$ cat src/rtl/core/aes128_pkg.sv
// Package for the AES-128 block cipher unit.
// Types, S-box tables and round functions; no dependencies.
package aes128_pkg;

  typedef struct packed {
    logic        mode;
    logic [63:0] block_high;
    logic [63:0] block_low;
  } in_item_t;

  typedef struct packed {
    logic [63:0] result_high;
    logic [63:0] result_low;
  } out_item_t;

  localparam logic CFG_KEY_HIGH = 1'b0;
  localparam logic CFG_KEY_LOW  = 1'b1;

  typedef enum logic [2:0] {
    ST_IDLE,
    ST_EXPAND,
    ST_DECKEY,
    ST_LOAD,
    ST_ROUND,
    ST_DONE
  } state_e;

  function automatic logic [7:0] sbox(input logic [7:0] a);
    logic [7:0] t [256];
    t = '{
      8'd99,8'd124,8'd119,8'd123,8'd242,8'd107,8'd111,8'd197,8'd48,8'd1,8'd103,8'd43,
      8'd254,8'd215,8'd171,8'd118,8'd202,8'd130,8'd201,8'd125,8'd250,8'd89,8'd71,8'd240,
      8'd173,8'd212,8'd162,8'd175,8'd156,8'd164,8'd114,8'd192,8'd183,8'd253,8'd147,8'd38,
      8'd54,8'd63,8'd247,8'd204,8'd52,8'd165,8'd229,8'd241,8'd113,8'd216,8'd49,8'd21,
      8'd4,8'd199,8'd35,8'd195,8'd24,8'd150,8'd5,8'd154,8'd7,8'd18,8'd128,8'd226,
      8'd235,8'd39,8'd178,8'd117,8'd9,8'd131,8'd44,8'd26,8'd27,8'd110,8'd90,8'd160,
      8'd82,8'd59,8'd214,8'd179,8'd41,8'd227,8'd47,8'd132,8'd83,8'd209,8'd0,8'd237,
      8'd32,8'd252,8'd177,8'd91,8'd106,8'd203,8'd190,8'd57,8'd74,8'd76,8'd88,8'd207,
      8'd208,8'd239,8'd170,8'd251,8'd67,8'd77,8'd51,8'd133,8'd69,8'd249,8'd2,8'd127,
      8'd80,8'd60,8'd159,8'd168,8'd81,8'd163,8'd64,8'd143,8'd146,8'd157,8'd56,8'd245,
      8'd188,8'd182,8'd218,8'd33,8'd16,8'd255,8'd243,8'd210,8'd205,8'd12,8'd19,8'd236,
      8'd95,8'd151,8'd68,8'd23,8'd196,8'd167,8'd126,8'd61,8'd100,8'd93,8'd25,8'd115,
      8'd96,8'd129,8'd79,8'd220,8'd34,8'd42,8'd144,8'd136,8'd70,8'd238,8'd184,8'd20,
      8'd222,8'd94,8'd11,8'd219,8'd224,8'd50,8'd58,8'd10,8'd73,8'd6,8'd36,8'd92,
      8'd194,8'd211,8'd172,8'd98,8'd145,8'd149,8'd228,8'd121,8'd231,8'd200,8'd55,8'd109,
      8'd141,8'd213,8'd78,8'd169,8'd108,8'd86,8'd244,8'd234,8'd101,8'd122,8'd174,8'd8,
      8'd186,8'd120,8'd37,8'd46,8'd28,8'd166,8'd180,8'd198,8'd232,8'd221,8'd116,8'd31,
      8'd75,8'd189,8'd139,8'd138,8'd112,8'd62,8'd181,8'd102,8'd72,8'd3,8'd246,8'd14,
      8'd97,8'd53,8'd87,8'd185,8'd134,8'd193,8'd29,8'd158,8'd225,8'd248,8'd152,8'd17,
      8'd105,8'd217,8'd142,8'd148,8'd155,8'd30,8'd135,8'd233,8'd206,8'd85,8'd40,8'd223,
      8'd140,8'd161,8'd137,8'd13,8'd191,8'd230,8'd66,8'd104,8'd65,8'd153,8'd45,8'd15,
      8'd176,8'd84,8'd187,8'd22};
    return t[a];
  endfunction

  function automatic logic [7:0] inv_sbox(input logic [7:0] a);
    logic [7:0] r;
    r = 8'd0;
    for (int i = 0; i < 256; i++) begin
      if (sbox(8'(i)) == a) r = 8'(i);
    end
    return r;
  endfunction

  function automatic logic [7:0] xtime(input logic [7:0] b);
    return {b[6:0], 1'b0} ^ (b[7] ? 8'h1b : 8'h00);
  endfunction

  function automatic logic [31:0] mix_col(input logic [31:0] c, input logic inv);
    logic [7:0] a [4];
    logic [7:0] x2 [4];
    logic [7:0] x4 [4];
    logic [7:0] x8 [4];
    logic [7:0] m2 [4];
    logic [7:0] m3 [4];
    logic [7:0] m9 [4];
    logic [7:0] mb [4];
    logic [7:0] md [4];
    logic [7:0] me [4];
    logic [31:0] r;
    for (int i = 0; i < 4; i++) begin
      a[i]  = c[31-8*i -: 8];
      x2[i] = xtime(a[i]);
      x4[i] = xtime(x2[i]);
      x8[i] = xtime(x4[i]);
      m2[i] = x2[i];
      m3[i] = x2[i] ^ a[i];
      m9[i] = x8[i] ^ a[i];
      mb[i] = x8[i] ^ x2[i] ^ a[i];
      md[i] = x8[i] ^ x4[i] ^ a[i];
      me[i] = x8[i] ^ x4[i] ^ x2[i];
    end
    for (int i = 0; i < 4; i++) begin
      if (inv) begin
        r[31-8*i -: 8] = me[i] ^ mb[(i+1)%4] ^ md[(i+2)%4] ^ m9[(i+3)%4];
      end else begin
        r[31-8*i -: 8] = m2[i] ^ m3[(i+1)%4] ^ a[(i+2)%4] ^ a[(i+3)%4];
      end
    end
    return r;
  endfunction

  function automatic logic [127:0] mix_cols(input logic [127:0] s, input logic inv);
    logic [127:0] r;
    for (int c = 0; c < 4; c++) begin
      r[127-32*c -: 32] = mix_col(s[127-32*c -: 32], inv);
    end
    return r;
  endfunction

  function automatic logic [127:0] round_fn(input logic [127:0] s, input logic inv,
                                            input logic last);
    logic [127:0] t;
    logic [7:0] b;
    for (int c = 0; c < 4; c++) begin
      for (int r = 0; r < 4; r++) begin
        if (inv) begin
          b = s[127-8*(r+4*((c+4-r)%4)) -: 8];
          t[127-8*(r+4*c) -: 8] = inv_sbox(b);
        end else begin
          b = s[127-8*(r+4*((c+r)%4)) -: 8];
          t[127-8*(r+4*c) -: 8] = sbox(b);
        end
      end
    end
    return last ? t : mix_cols(t, inv);
  endfunction

endpackage

$ cat src/rtl/core/aes128_keymem.sv
// Round key store: encrypt and decrypt key sets in one synchronous memory.
// Depends on aes128_pkg; entry = 128-bit round key, registered read port.
module aes128_keymem #(
  parameter int DEPTH = 22,
  parameter int AW    = 5
) (
  input  logic          clk_i,
  input  logic          we_i,
  input  logic [AW-1:0] waddr_i,
  input  logic [127:0]  wdata_i,
  input  logic [AW-1:0] raddr_i,
  output logic [127:0]  rdata_o
);
  import aes128_pkg::*;

  logic [127:0] mem [DEPTH];
  logic [127:0] rdata_q;

  always_ff @(posedge clk_i) begin
    if (we_i) mem[waddr_i] <= wdata_i;
    rdata_q <= mem[raddr_i];
  end

  assign rdata_o = rdata_q;
endmodule

$ cat config.mk
export PLATFORM = sky130hd
export DESIGN_NAME = aes128_keymem
export DESIGN_NICKNAME = d
export VERILOG_FILES = /design/src/rtl/core/aes128_pkg.sv /design/src/rtl/core/aes128_keymem.sv
export SDC_FILE = /design/constraint.sdc
export NUM_CORES = 2
export LEC_CHECK = 0
export BUFFER_PORTS_ARGS = -buffer_cell sky130_fd_sc_hd__buf_2
export CAP_MARGIN = 5
export CORE_MARGIN = 2
export CORE_UTILIZATION = 50
export DETAILED_ROUTE_END_ITERATION = 8
export HOLD_SLACK_MARGIN = 0.03
export PLACE_DENSITY = 0.71
export SLEW_MARGIN = 25
export SYNTH_ARGS = -nofsm -noshare
export SYNTH_HDL_FRONTEND = slang
export SYNTH_SLANG_ARGS = --single-unit
export TNS_END_PERCENT = 50
$ cat constraint.sdc
create_clock -name clk_i -period 8.9 [get_ports clk_i]
set_input_delay 1.78 -clock clk_i [delete_from_list [all_inputs] [get_ports clk_i]]
set_output_delay 1.78 -clock clk_i [all_outputs]
set_load 0.005 [all_outputs]
# [Word level (Yosys, flattened, before mapping)]
# Memories as Yosys holds them, arrays and structs flattened. A register that Yosys moved wholly into a read port is not among the register bits.
# Cells that the tools add are included.
[totals] reg_bits=0 memories=1 mem_bits_rw=2816 input_bits=140 out_inout_bits=128
[memory_table] memory="mem" words=22 word_bits=128 read_ports=1 rd_ports_with_merged_regs=1 write_ports=1 line_no="aes128_keymem.sv:16" text="logic [127:0] mem [DEPTH];"
[classes] mux=2
[ops] operator="1-bit two-way mux" count=2

# [Longest topological paths before layout]
[logic_depth] ltp_word=2 depth_mapped=9 mapped_depth_nobuf=4

# [Least setup slack after synthesis]
# OpenSTA, ideal clock, no wires.
[synth_path] path_type="in2reg" start="in waddr_i[0]" end="mem mem[0][0] (enable)" t_required_ns=8.283 arrival_ns=7.731 slack_ns=0.552 stages=3 n_path_buf=1 cell_sequence="or3b_2 > clkbuf_1 > nor2_1"
[synth_lines] item="start: declaration" line_no="aes128_keymem.sv:9" text="input logic [AW-1:0] waddr_i,"
[synth_lines] item="end: declaration" line_no="aes128_keymem.sv:16"
# No word-level cell before the write port.

==> impl_metrics.tcl <==
set metrics [dict create \
    cts-hold-fix-buffers 0 \
    gp_congestion 0.750 \
    ant_nets 0 \
    slew_headroom 0.0539 \
    wl_um 256000 \
    syn_area_per_cell_um2 22.9 \
    avgViaCountPerCell 6.22 \
    vias 51200 \
    grt_max_degree 172 \
    clock.fmax_mhz 237 \
    die-area_um2 221000 \
    cp-start-kind "input port" \
    cts_root_buf "clkbuf_16" \
    finalNonFillerCells 8228 \
    dpl.cell_count 7665 \
    hold_viol_final 0 \
    worstSetupStartpoint "raddr_i[2]" \
    syn_inst 4732 \
    arrival_ns 5.04 \
    dp_hpwl_um 122000 \
    area.sequential_um2 87100 \
    initial_core_util 0.504 \
    layout-drive-gt1-share 0.267 \
    rows 170 \
    final_cell_mix "2816 x edfxtp_1, 610 x mux4_2, 313 x clkbuf_16" \
    synthDistinctLibCells 35 \
    htreeDepth 5 \
    wl_per_cell_um 31.1 \
    post-cts-setup-buffer-count 0 \
    path_cells "buf_8, buf_12, buf_4, mux4_2, o22ai_1, a211oi_1" \
    cts_inserted_buffers 307 \
    fin_crit_sh 0.475 \
    drc 0 \
    cts_tree "built" \
    outcome "completed" \
    final_nets 5276 \
    synth_area_um2 108000 \
    mostFrequentLayoutCell "edfxtp_1" \
    cp_data_required_time_ns 9.71 \
    critPathMaxFanout 142 \
    ios 268 \
    hp-start "mem[21][47]$_DFFE_PP_" \
    leakage_nw 39.0 \
    antenna_found_initial 51 \
    ys_seq_area_frac 0.804 \
    p_sw_mw 5.92 \
    ys.warnings.count 0 \
    synth_area_leaders "edfxtp_1 78%, mux4_2 13%, dfxtp_1 2.4%, mux2i_1 1.7%, o22ai_1 1.4%" \
    cts_resized 0 \
    hp-class "reg -> reg" \
    worstSetupPathType "in -> reg" \
    die_h_um 470 \
    grt_pass1_wl_um 369000 \
    max_stage_delay_ns 0.82 \
    synth_fp_nets 4872 \
    reg2reg_from "mem[3][3]$_DFFE_PP_" \
    cp_slowest_cell "buf_4" \
    slew_viol_final 0 \
    rsz0062_at_grt "false" \
    end_kind "flip-flop" \
    setup_viol 0 \
    clk_path_buf_depth 4 \
    fillers 15200 \
    cts.sinks 2944 \
    grt_pass1_vias 52100 \
    swShare 0.203 \
    numPortBuffers 267 \
    multiInputGateArea_um2 20000 \
    fp.dieW_um 470 \
    synth.largest_area_cell "edfxtp_1" \
    tns_ns 0 \
    synth.top_cell.area_share 0.780 \
    internal_power_mw 23.3 \
    peakVddDrop_uv 207 \
    power_frac_seq 0.531 \
    dr.first_iter.drc_count 6411 \
    period_needed_ns 4.23 \
    clk_pin_slew_ns 0.06 \
    power_density_nw_per_um2 238 \
    maxCapViolations 0 \
    comb_power_share 0.041 \
    core-area_um2 215000 \
    tightest_slew_ns 1.42 \
    finalPower_mw 29.2 \
    insertion_delay_ns 0.94 \
    finalClockSkew_ns 0.0583 \
    grt_usage 0.231 \
    area_growth_pct 13.5 \
    clockPowerShare 0.429 \
    ys_ff_latch 2944 \
    first_pass_iters 6 \
    grt-ovfl-total 0 \
]
registers in the layout, indices dropped and copies added (netlist names):
name and cells:
mem 2816, rdata_o 128
worst paths after layout:
check                         to  slack, ns  cells after the start
max          rdata_o[87]$_DFF_P_       4.67                      6
min reg2reg  rdata_o[47]$_DFF_P_       0.63                      4
max reg2reg   rdata_o[3]$_DFF_P_       7.31                      3
min          rdata_o[47]$_DFF_P_       0.63                      4
metal layers:
metal	wire, um	track usage	share of wire	vias to the layer above
met1	98600	0.310	0.39	27400
met2	128000	0.381	0.50	2359
met3	20700	0.0450	0.081	463
met4	7820	0.0790	0.031	32
met5	208	0	0.00081	-
li1	-	-	-	20900
power groups by stage:
stage / Combinational (mW) / Sequential, mW / Clock (mW)
detailed placement: 1.19 / 15.8 / 0
global route: 1.27 / 15.5 / 13.2
floorplan: 0.685 / 15.8 / 0
finish: 1.18 / 15.5 / 12.5
CTS: 1.20 / 15.5 / 12.7
global placement: 1.17 / 15.8 / 0
Yosys cell counts (all sizes together):
| library cell | number |
|---|---|
| edfxtp | 2816 |
| mux2i | 180 |
| a211oi | 113 |
| clkbuf | 83 |
| and2 | 7 |
| o21ai | 121 |
| a22oi | 21 |
| nand2b | 2 |
| or3 | 2 |
| nor3 | 1 |
| buf | 178 |
| clkinv | 1 |
| a2111oi | 1 |
| dfxtp | 128 |
| mux4 | 610 |
| nor3b | 3 |
| nand3 | 1 |
| a21oi | 7 |
| nor2 | 27 |
| mux2 | 8 |
| or3b | 2 |
| o22ai | 241 |
| a22o | 2 |
| o211ai | 21 |
| and3b | 2 |
| or2 | 1 |
| nand3b | 5 |
| o31ai | 7 |
| nand2 | 141 |
stage by stage:
step | setup WS, ns | util | hold slack (ns) | area [um2]
3_5_place_dp | 4.00 | 0.526 | 0.614 | 113000
4_1_cts | 4.91 | 0.572 | 0.633 | 123000
5_1_grt | 4.65 | 0.572 | 0.680 | 123000
3_3_place_gp | 4.06 | 0.526 | 0.604 | 113000
6_report | 4.67 | 0.572 | 0.634 | 123000
2_1_floorplan | 0.552 | - | 0.571 | 108000
final cells by class:
type                       count  area share
antenna                       27    0.000549
timing repair buffer         356      0.0196
clock inverter               118      0.0104
clock buffer                 418      0.0692
multi-input combinational   1526       0.163
inverter                       1   0.0000305
tap                         2838      0.0289
sequential                  2944       0.708
worst max-delay path: cells and delay by family:
| family | cells | cell delay [ns] |
|---|---|---|
| muxes | 1 | 0.36 |
| buffers and inverters | 3 | 1.95 |
| AOI/OAI and AO/OA | 2 | 0.49 |
cell families (layout without fill, tap and decap cells):
family | Yosys count | after routing | synth area share
compound gates | 534 | 534 | 0.0313
buf+inv | 262 | 893 | 0.0132
flops | 2944 | 2944 | 0.804
mux | 798 | 798 | 0.144
other cells | 0 | 27 | 0
simple gates | 194 | 194 | 0.00753
Power figures use the tool's default switching activity.
